File: src/hdl/spq_pkg.sv
// ----------------------------------------------------------------------------
// spq_pkg
// Types and constants shared by the sorted priority queue.
// ----------------------------------------------------------------------------
package spq_pkg;

  localparam int CAPACITY_DEF = 16;
  localparam int VALUE_W      = 32;
  localparam int PRI_W        = 16;
  localparam int OCC_W        = 5;

  localparam logic REQ_INSERT = 1'b0;
  localparam logic REQ_DELETE = 1'b1;

  typedef struct packed {
    logic [PRI_W-1:0]          pri;
    logic signed [VALUE_W-1:0] value;
  } entry_t;

  typedef struct packed {
    logic signed [VALUE_W-1:0] value;
    logic [PRI_W-1:0]          pri;
    logic                      removed;
    logic                      underflow;
    logic                      overflow;
    logic [OCC_W-1:0]          occupancy;
  } result_t;

  typedef enum logic [1:0] {
    ST_IDLE,
    ST_CMP,
    ST_PUT,
    ST_DEL
  } state_t;

endpackage

File: src/hdl/spq_if.sv
// ----------------------------------------------------------------------------
// spq_if
// Request and result channels of the sorted priority queue.
// ----------------------------------------------------------------------------
interface spq_req_if;
  import spq_pkg::*;

  logic                      valid;
  logic                      ready;
  logic                      req_type;
  logic signed [VALUE_W-1:0] item_value;
  logic [PRI_W-1:0]          entry_priority;

  modport source (output valid, req_type, item_value, entry_priority, input ready);
  modport sink   (input valid, req_type, item_value, entry_priority, output ready);
endinterface

interface spq_res_if;
  import spq_pkg::*;

  logic                      valid;
  logic                      ready;
  logic signed [VALUE_W-1:0] out_value;
  logic [PRI_W-1:0]          out_priority;
  logic                      removed;
  logic                      underflow;
  logic                      overflow;
  logic [OCC_W-1:0]          occupancy;

  modport source (output valid, out_value, out_priority, removed, underflow, overflow,
                  occupancy, input ready);
  modport sink   (input valid, out_value, out_priority, removed, underflow, overflow,
                  occupancy, output ready);
endinterface

File: src/hdl/spq_store.sv
// ----------------------------------------------------------------------------
// spq_store
// Entry memory with one write port and one registered read port.
// ----------------------------------------------------------------------------
module spq_store #(
  parameter int DEPTH = spq_pkg::CAPACITY_DEF,
  parameter int AW    = $clog2(DEPTH)
) (
  input  logic            clk,
  input  logic            wr_en,
  input  logic [AW-1:0]   wr_addr,
  input  spq_pkg::entry_t wr_data,
  input  logic            rd_en,
  input  logic [AW-1:0]   rd_addr,
  output spq_pkg::entry_t rd_data
);
  import spq_pkg::*;

  entry_t mem [DEPTH];

  always_ff @(posedge clk) begin
    if (wr_en) begin
      mem[wr_addr] <= wr_data;
    end
  end

  always_ff @(posedge clk) begin
    if (rd_en) begin
      rd_data <= mem[rd_addr];
    end
  end

endmodule

File: src/hdl/spq_ctrl.sv
// ----------------------------------------------------------------------------
// spq_ctrl
// Sequencer for the queue: circular head pointer, insertion scan from the
// tail and the result register.
// ----------------------------------------------------------------------------
module spq_ctrl #(
  parameter int CAPACITY = spq_pkg::CAPACITY_DEF,
  parameter int AW       = $clog2(CAPACITY)
) (
  input  logic            clk,
  input  logic            rst,
  spq_req_if.sink         req,
  spq_res_if.source       res,
  output logic            wr_en,
  output logic [AW-1:0]   wr_addr,
  output spq_pkg::entry_t wr_data,
  output logic            rd_en,
  output logic [AW-1:0]   rd_addr,
  input  spq_pkg::entry_t rd_data
);
  import spq_pkg::*;

  localparam int CW = $clog2(CAPACITY + 1);

  state_t        state, state_next;
  logic [AW-1:0] head, head_next;
  logic [CW-1:0] count, count_next;
  logic [AW-1:0] pos, pos_next;
  entry_t        pending, pending_next;
  result_t       result, result_next;
  logic          res_valid, res_valid_next;
  logic          req_fire;

  function automatic logic [AW-1:0] phys(input logic [AW-1:0] base,
                                         input logic [AW-1:0] offset);
    logic [AW:0] sum;
    sum = {1'b0, base} + {1'b0, offset};
    if (sum >= (AW+1)'(CAPACITY)) begin
      sum = sum - (AW+1)'(CAPACITY);
    end
    return sum[AW-1:0];
  endfunction

  assign req.ready = (state == ST_IDLE) && (!res_valid || res.ready);
  assign req_fire  = req.valid && req.ready;

  always_comb begin
    state_next     = state;
    head_next      = head;
    count_next     = count;
    pos_next       = pos;
    pending_next   = pending;
    result_next    = result;
    res_valid_next = res_valid && !res.ready;
    wr_en          = 1'b0;
    wr_addr        = phys(head, pos);
    wr_data        = pending;
    rd_en          = 1'b0;
    rd_addr        = phys(head, pos - AW'(1));

    unique case (state)
      ST_IDLE: begin
        if (req_fire) begin
          result_next    = '0;
          res_valid_next = 1'b1;
          if (req.req_type == REQ_INSERT) begin
            if (count == CW'(CAPACITY)) begin
              result_next.overflow  = 1'b1;
              result_next.occupancy = OCC_W'(count);
            end else begin
              count_next            = count + CW'(1);
              result_next.occupancy = OCC_W'(count_next);
              pending_next.value    = req.item_value;
              pending_next.pri      = req.entry_priority;
              pos_next              = count[AW-1:0];
              if (count == '0) begin
                wr_en   = 1'b1;
                wr_addr = head;
                wr_data = pending_next;
              end else begin
                rd_en      = 1'b1;
                rd_addr    = phys(head, count[AW-1:0] - AW'(1));
                state_next = ST_CMP;
              end
            end
          end else begin
            if (count == '0) begin
              result_next.underflow = 1'b1;
            end else begin
              res_valid_next = 1'b0;
              rd_en          = 1'b1;
              rd_addr        = head;
              state_next     = ST_DEL;
            end
          end
        end
      end
      ST_CMP: begin
        wr_en   = 1'b1;
        wr_addr = phys(head, pos);
        if (rd_data.pri > pending.pri) begin
          wr_data  = rd_data;
          pos_next = pos - AW'(1);
          if (pos == AW'(1)) begin
            state_next = ST_PUT;
          end else begin
            rd_en   = 1'b1;
            rd_addr = phys(head, pos - AW'(1) - AW'(1));
          end
        end else begin
          wr_data    = pending;
          state_next = ST_IDLE;
        end
      end
      ST_PUT: begin
        wr_en      = 1'b1;
        wr_addr    = phys(head, pos);
        wr_data    = pending;
        state_next = ST_IDLE;
      end
      ST_DEL: begin
        count_next            = count - CW'(1);
        head_next             = phys(head, AW'(1));
        result_next           = '0;
        result_next.value     = rd_data.value;
        result_next.pri       = rd_data.pri;
        result_next.removed   = 1'b1;
        result_next.occupancy = OCC_W'(count_next);
        res_valid_next        = 1'b1;
        state_next            = ST_IDLE;
      end
      default: begin
        state_next = ST_IDLE;
      end
    endcase
  end

  always_ff @(posedge clk) begin
    if (rst) begin
      state     <= ST_IDLE;
      head      <= '0;
      count     <= '0;
      pos       <= '0;
      res_valid <= 1'b0;
    end else begin
      state     <= state_next;
      head      <= head_next;
      count     <= count_next;
      pos       <= pos_next;
      res_valid <= res_valid_next;
    end
  end

  always_ff @(posedge clk) begin
    pending <= pending_next;
    result  <= result_next;
  end

  assign res.valid        = res_valid;
  assign res.out_value    = result.value;
  assign res.out_priority = result.pri;
  assign res.removed      = result.removed;
  assign res.underflow    = result.underflow;
  assign res.overflow     = result.overflow;
  assign res.occupancy    = result.occupancy;

endmodule

File: src/hdl/sorted_priority_queue.sv
// ----------------------------------------------------------------------------
// sorted_priority_queue
// Bounded priority queue kept in service order in a single entry memory.
//
// The request channel carries req_type, item_value and entry_priority. An
// insert places the entry behind every entry of lower or equal priority
// number; a delete returns the head entry. Each request gives exactly one
// transfer on the result channel, with flags for removal, underflow and a
// dropped insert, and the occupancy after the request.
//
// The entries sit in a circular buffer addressed from a head pointer, so a
// delete issues one memory read in ST_IDLE and forms the result in ST_DEL,
// or is answered in ST_IDLE alone when the queue is empty. An insert scans
// from the tail, moving one larger entry up by one slot per cycle through
// the single read and write port: it stays in ST_CMP while it passes entries
// and goes to ST_PUT if it reaches the head; it is done in ST_IDLE alone when
// the queue is empty or full. The result of an insert or of a delete on an
// empty queue appears in the cycle after its transfer; that of any other delete is set in ST_DEL.
//
// Reset empties the queue at once; the memory is not cleared. While a
// result is stalled by the receiver no new request is taken.
// ----------------------------------------------------------------------------
module sorted_priority_queue #(
  parameter int CAPACITY = spq_pkg::CAPACITY_DEF
) (
  input logic       clk,
  input logic       rst,
  spq_req_if.sink   req,
  spq_res_if.source res
);
  import spq_pkg::*;

  localparam int AW = $clog2(CAPACITY);

  logic          wr_en;
  logic [AW-1:0] wr_addr;
  entry_t        wr_data;
  logic          rd_en;
  logic [AW-1:0] rd_addr;
  entry_t        rd_data;

  spq_ctrl #(
    .CAPACITY (CAPACITY),
    .AW       (AW)
  ) u_ctrl (
    .clk     (clk),
    .rst     (rst),
    .req     (req),
    .res     (res),
    .wr_en   (wr_en),
    .wr_addr (wr_addr),
    .wr_data (wr_data),
    .rd_en   (rd_en),
    .rd_addr (rd_addr),
    .rd_data (rd_data)
  );

  spq_store #(
    .DEPTH (CAPACITY),
    .AW    (AW)
  ) u_store (
    .clk     (clk),
    .wr_en   (wr_en),
    .wr_addr (wr_addr),
    .wr_data (wr_data),
    .rd_en   (rd_en),
    .rd_addr (rd_addr),
    .rd_data (rd_data)
  );

endmodule

File: src/flat_wrapper.sv
// flat-port wrapper written by rule: the top's interface ports become plain ports
module sorted_priority_queue_flat import spq_pkg::*;
#(
  parameter int CAPACITY = spq_pkg::CAPACITY_DEF
)
  (clk, rst, req_valid, req_req_type, req_item_value, req_entry_priority, req_ready, res_valid, res_out_value, res_out_priority, res_removed, res_underflow, res_overflow, res_occupancy, res_ready);
  spq_req_if req_i ();
  spq_res_if res_i ();
  input logic clk;
  input logic rst;
  input wire logic [$bits(req_i.valid)-1:0] req_valid;
  input wire logic [$bits(req_i.req_type)-1:0] req_req_type;
  input wire logic [$bits(req_i.item_value)-1:0] req_item_value;
  input wire logic [$bits(req_i.entry_priority)-1:0] req_entry_priority;
  output wire logic [$bits(req_i.ready)-1:0] req_ready;
  output wire logic [$bits(res_i.valid)-1:0] res_valid;
  output wire logic [$bits(res_i.out_value)-1:0] res_out_value;
  output wire logic [$bits(res_i.out_priority)-1:0] res_out_priority;
  output wire logic [$bits(res_i.removed)-1:0] res_removed;
  output wire logic [$bits(res_i.underflow)-1:0] res_underflow;
  output wire logic [$bits(res_i.overflow)-1:0] res_overflow;
  output wire logic [$bits(res_i.occupancy)-1:0] res_occupancy;
  input wire logic [$bits(res_i.ready)-1:0] res_ready;
  assign req_i.valid = req_valid;
  assign req_i.req_type = req_req_type;
  assign req_i.item_value = req_item_value;
  assign req_i.entry_priority = req_entry_priority;
  assign req_ready = req_i.ready;
  assign res_valid = res_i.valid;
  assign res_out_value = res_i.out_value;
  assign res_out_priority = res_i.out_priority;
  assign res_removed = res_i.removed;
  assign res_underflow = res_i.underflow;
  assign res_overflow = res_i.overflow;
  assign res_occupancy = res_i.occupancy;
  assign res_i.ready = res_ready;
  sorted_priority_queue #(.CAPACITY(CAPACITY)) u_core (.clk(clk), .rst(rst), .req(req_i), .res(res_i));
endmodule
File: config.mk
export PLATFORM = sky130hd
export DESIGN_NAME = sorted_priority_queue_flat
export DESIGN_NICKNAME = d
export VERILOG_FILES = /design/src/hdl/spq_pkg.sv /design/src/hdl/spq_if.sv /design/src/hdl/spq_store.sv /design/src/hdl/spq_ctrl.sv /design/src/hdl/sorted_priority_queue.sv /design/src/flat_wrapper.sv
export SDC_FILE = /design/constraint.sdc
export NUM_CORES = 1
export LEC_CHECK = 0
export BUFFER_PORTS_ARGS = -buffer_cell sky130_fd_sc_hd__buf_2
export CAP_MARGIN = 15
export CORE_ASPECT_RATIO = 0.75
export CORE_MARGIN = 5
export CORE_UTILIZATION = 55
export CTS_CLUSTER_DIAMETER = 50
export DETAILED_ROUTE_END_ITERATION = 16
export MAX_ROUTING_LAYER = met4
export PLACE_DENSITY = 0.7
export SLEW_MARGIN = 20
export SYNTH_ARGS = -nofsm -noshare
export SYNTH_HDL_FRONTEND = slang
export SYNTH_SLANG_ARGS = --single-unit
export TNS_END_PERCENT = 30
File: constraint.sdc
create_clock -name clk -period 18.13 [get_ports clk]
set_input_delay 0.9065 -clock clk [delete_from_list [all_inputs] [get_ports clk]]
set_output_delay 0.9065 -clock clk [all_outputs]
set_load 0.005 [all_outputs]
==> impl_results.rst <==
.. list-table::
   :header-rows: 1

   * - Metric
     - Value
   * - Result of the run
     - complete, no violations
   * - FP Rows
     - 86
   * - Most instantiated flip-flop cell in the synthesis netlist
     - edfxtp_1
   * - Post-synthesis cell type count
     - 67
   * - First-pass GRT wire length
     - between 150000 and 200000 um
   * - CTS Root Buffer Type
     - clkbuf_16
   * - Die Height
     - about 250 um
   * - Startpoint of the worst-slack reg-to-reg timing path
     - u_core.u_store.rd_data[45]
   * - Via Count
     - 27500
   * - Antenna violation net count after detailed routing
     - 0
   * - Slew HR
     - between 10 and 15%
   * - Hold Fails Final Rpt
     - 0
   * - Flip-flop and latch count after synthesis
     - ~940
   * - Filler Cells Inserted
     - 5477
   * - Final setup skew
     - 30.8 ps
   * - Placer congestion estimate
     - around 0.85
   * - Post-Syn Instances
     - slightly above 3000
   * - Overflow left after global routing
     - 0
   * - Req. time, crit path
     - 18520 ps
   * - Vias per inst
     - between 6 and 7
   * - Peak ir drop on the vdd network
     - ~0.16 mV
   * - Total count of max-transition violations in the final report
     - 0
   * - Worst-Skew Late Latency
     - approximately 670 ps
   * - Clk buf depth
     - 3
   * - Cts bufs inserted
     - 94
   * - Total Wirelength
     - 112000 um
   * - Quantity of gates resized following cts
     - 0
   * - Io pins
     - ~110
   * - Type of the most critical hold path
     - input port to register
   * - Initial Utilization
     - a little under three fifths
   * - F_max
     - around 170 MHz
   * - Vias in the first global route
     - between 20000 and 30000
   * - Register clock-pin slew on the reported worst setup and hold paths
     - about 60 ps
   * - Hold Buf Count CTS
     - 0
   * - Static power due to leakage
     - 0.0158 uW
   * - CP Launch Type
     - register
   * - Residual DRC count
     - 0
   * - Yosys warns
     - 0
   * - Unrepaired setup endpoints after global routing
     - no
   * - Total nets after synthesis
     - approximately 3100
   * - Share of flip-flops with an asynchronous set or reset after synthesis
     - 0%
   * - Iter 0 DRT Violations
     - 4236
   * - TritonCTS clock tree
     - built
   * - Utilization of the core after routing
     - between 60 and 70%
   * - Netlist area before placement
     - between 40000 and 50000 um2
   * - Average size of a mapped cell
     - between 10 and 15 um2
   * - Crit path arrival time
     - ~6400 ps
   * - Final worst path period need
     - slightly below 6000 ps
   * - Die W
     - between 300 and 400 um
   * - Number of buffer cells added on primary ports
     - between 100 and 150
   * - Clock Sink Count
     - ~940
   * - Sum of negative setup slack
     - 0 ps
   * - Critical path endpoint category
     - register
   * - Worst hold-check slack
     - between 400 and 500 ps
   * - Post-DP HPWL
     - between 50000 and 60000 um
   * - Count of TritonRoute iterations in the first routing pass
     - 8
   * - Total power density per cell area
     - approximately 160 nW/um2
   * - Ratio of cells with drive above 1 in the final layout
     - around 11%
   * - Largest net degree at the start of global routing
     - between 200 and 250
   * - Number of setup buffers added after CTS
     - 0
   * - Growth of design area from synthesis to finish
     - 10.5%
   * - Total global-route track usage
     - between 20% and 30%
   * - Die area
     - between 80000 and 90000 um2
   * - Type of the setup path with the least slack
     - register to register
   * - # H-tree levels
     - 3
   * - Area of the core
     - 73700 um2
   * - Wire length per cell
     - 27.7 um
   * - Fraction of the yosys area taken by sequential cells
     - approximately two thirds
   * - Slew of the pin with the lowest slew margin
     - approximately 1300 ps
   * - Maximum fanout along the worst path
     - about 210
   * - Number of enable-type register cells in the synthesized netlist
     - 920
   * - Power, Total
     - 7280 uW
   * - Hold path startpoint
     - req_item_value[15]
   * - Initial antenna violation count
     - 3
   * - Share of the clock period used by the worst path
     - between 30 and 40%
   * - Setup crit start
     - u_core.u_store.rd_data[45]
   * - Max capacitance violation total
     - 0
   * - Final-stage net count
     - 3091
   * - Setup-failing EPs final
     - 0
[synth_stat cells (2+ instances only)]
master,n,share of area (%)
o22a_1,2,0.043
nor2b_1,3,0.046
fa_1,4,0.20
buf_2,77,0.94
nor3_1,10,0.12
nor2_1,47,0.43
edfxtp_1,920,67
xor2_1,10,0.21
dfxtp_1,16,0.78
buf_1,29,0.27
o31ai_1,2,0.037
nand4_1,53,0.81
a31oi_1,3,0.046
and2_1,53,0.81
a211o_1,194,4.1
nand3_1,200,2.4
a31o_2,2,0.043
xnor2_1,17,0.36
o22ai_1,3,0.046
o31a_1,192,4.1
a211oi_1,4,0.073
o21a_1,2,0.037
a21oi_1,28,0.34
a222oi_1,48,1.2
ha_1,36,1.1
nand2b_1,4,0.061
o21ai_0,27,0.33
nand2_1,152,1.4
a22oi_1,2,0.037
nor3_2,2,0.049
o211ai_1,385,7.0
or3_1,3,0.046
a21o_1,10,0.18
a211oi_2,3,0.091
and3_1,3,0.046
inv_1,275,2.5
clkbuf_1,172,1.6
[power by group]
group	switching (uW)	total, uW	internal, uW
registers	72.1	2990	2920
logic	1670	2350	683
clock network	825	1930	1110
[metal layers]
| layer | GRT usage, % | vias up | routed length (um) |
|---|---|---|---|
| met5 | - | - | 0 |
| met4 | 8.19 | 0 | 2900 |
| met3 | 4.75 | 228 | 11300 |
| met2 | 43.2 | 1687 | 51700 |
| met1 | 39.3 | 13800 | 46100 |
| li1 | - | 11800 | - |
[per-stage QoR]
step	instance area, um2	worst slack, ps	std cells
2_1_floorplan	41000	12070	3023
3_3_place_gp	42300	12530	3870
3_5_place_dp	42300	12270	3870
4_1_cts	45400	12210	4041
5_1_grt	45400	11810	4042
6_report	45400	12160	4043
[worst paths after layout]
check | to | slack [ps] | depth (start not counted)
hold / removal | u_core.u_ctrl.pending[15] | 430 | 1
setup reg to reg | u_core.u_store.rd_data[30] | 12160 | 13
hold reg to reg | u_core.u_ctrl.pos[1] | 510 | 2
setup / recovery | u_core.u_store.rd_data[30] | 12160 | 13
[critical path, cell delays in order, from the launching register on]
cell	delay [ps]
edfxtp_1	420
ha_1	340
nand4_1	210
nor3_1	320
a21boi_1	290
o31a_2	370
nand2_1	200
a311oi_4	370
buf_12	560
buf_4	890
buf_4	830
o211ai_1	240
nand3_1	170
nand4_1	100
[cell usage in the layout, fill, tap and decap left out, drive strengths merged, types with 18 or more instances in the layout]
| cell | synthesis | layout |
|---|---|---|
| a211o | 194 | 194 |
| a21oi | 29 | 29 |
| a222oi | 48 | 48 |
| and2 | 53 | 53 |
| buf | 107 | 159 |
| clkbuf | 173 | 112 |
| clkinv | 0 | 41 |
| edfxtp | 920 | 920 |
| ha | 36 | 36 |
| inv | 275 | 282 |
| nand2 | 152 | 152 |
| nand3 | 200 | 200 |
| nand4 | 53 | 53 |
| nor2 | 48 | 48 |
| o211ai | 385 | 385 |
| o21ai | 28 | 28 |
| o31a | 193 | 193 |
| xnor2 | 18 | 18 |
[area by class of cell]
cell class	instances	area [um2]	area share (%)
sequential	936	27900	61.6
multi-input combinational	1532	11200	24.6
clock buffer	112	2480	5.47
tap	968	1210	2.67
inverter	275	1030	2.28
timing repair buffer	159	972	2.14
clock inverter	59	561	1.24
antenna	2	5.00	0.0110
[flip-flops by register name (all words and copies together) (netlist names)]
register,count
u_core.u_ctrl.res.underflow,1
u_core.u_ctrl.res.out_priority,16
u_core.u_ctrl.count,5
u_core.u_ctrl.res.removed,1
u_core.u_ctrl.res.overflow,1
u_core.u_store.rd_data,48
u_core.u_ctrl.res.valid,1
u_core.u_ctrl.res.occupancy,5
u_core.u_ctrl.state,2
u_core.u_ctrl.pos,4
u_core.u_ctrl.pending,48
u_core.u_ctrl.res.out_value,32
u_core.u_store.mem,768
u_core.u_ctrl.head,4
[logic make-up (layout without fill, tap and decap cells)]
logic type	after synthesis	in the layout	share of synthesized area [%]
compound gates	925	925	18.2
xor+xnor	28	28	0.616
fa+ha+maj	40	40	1.29
buf+inv	555	605	5.32
flops	936	936	68.1
mux	2	2	0.0518
other cells	0	2	0
simple gates	537	537	6.45
Power figures use the tool's default switching activity.
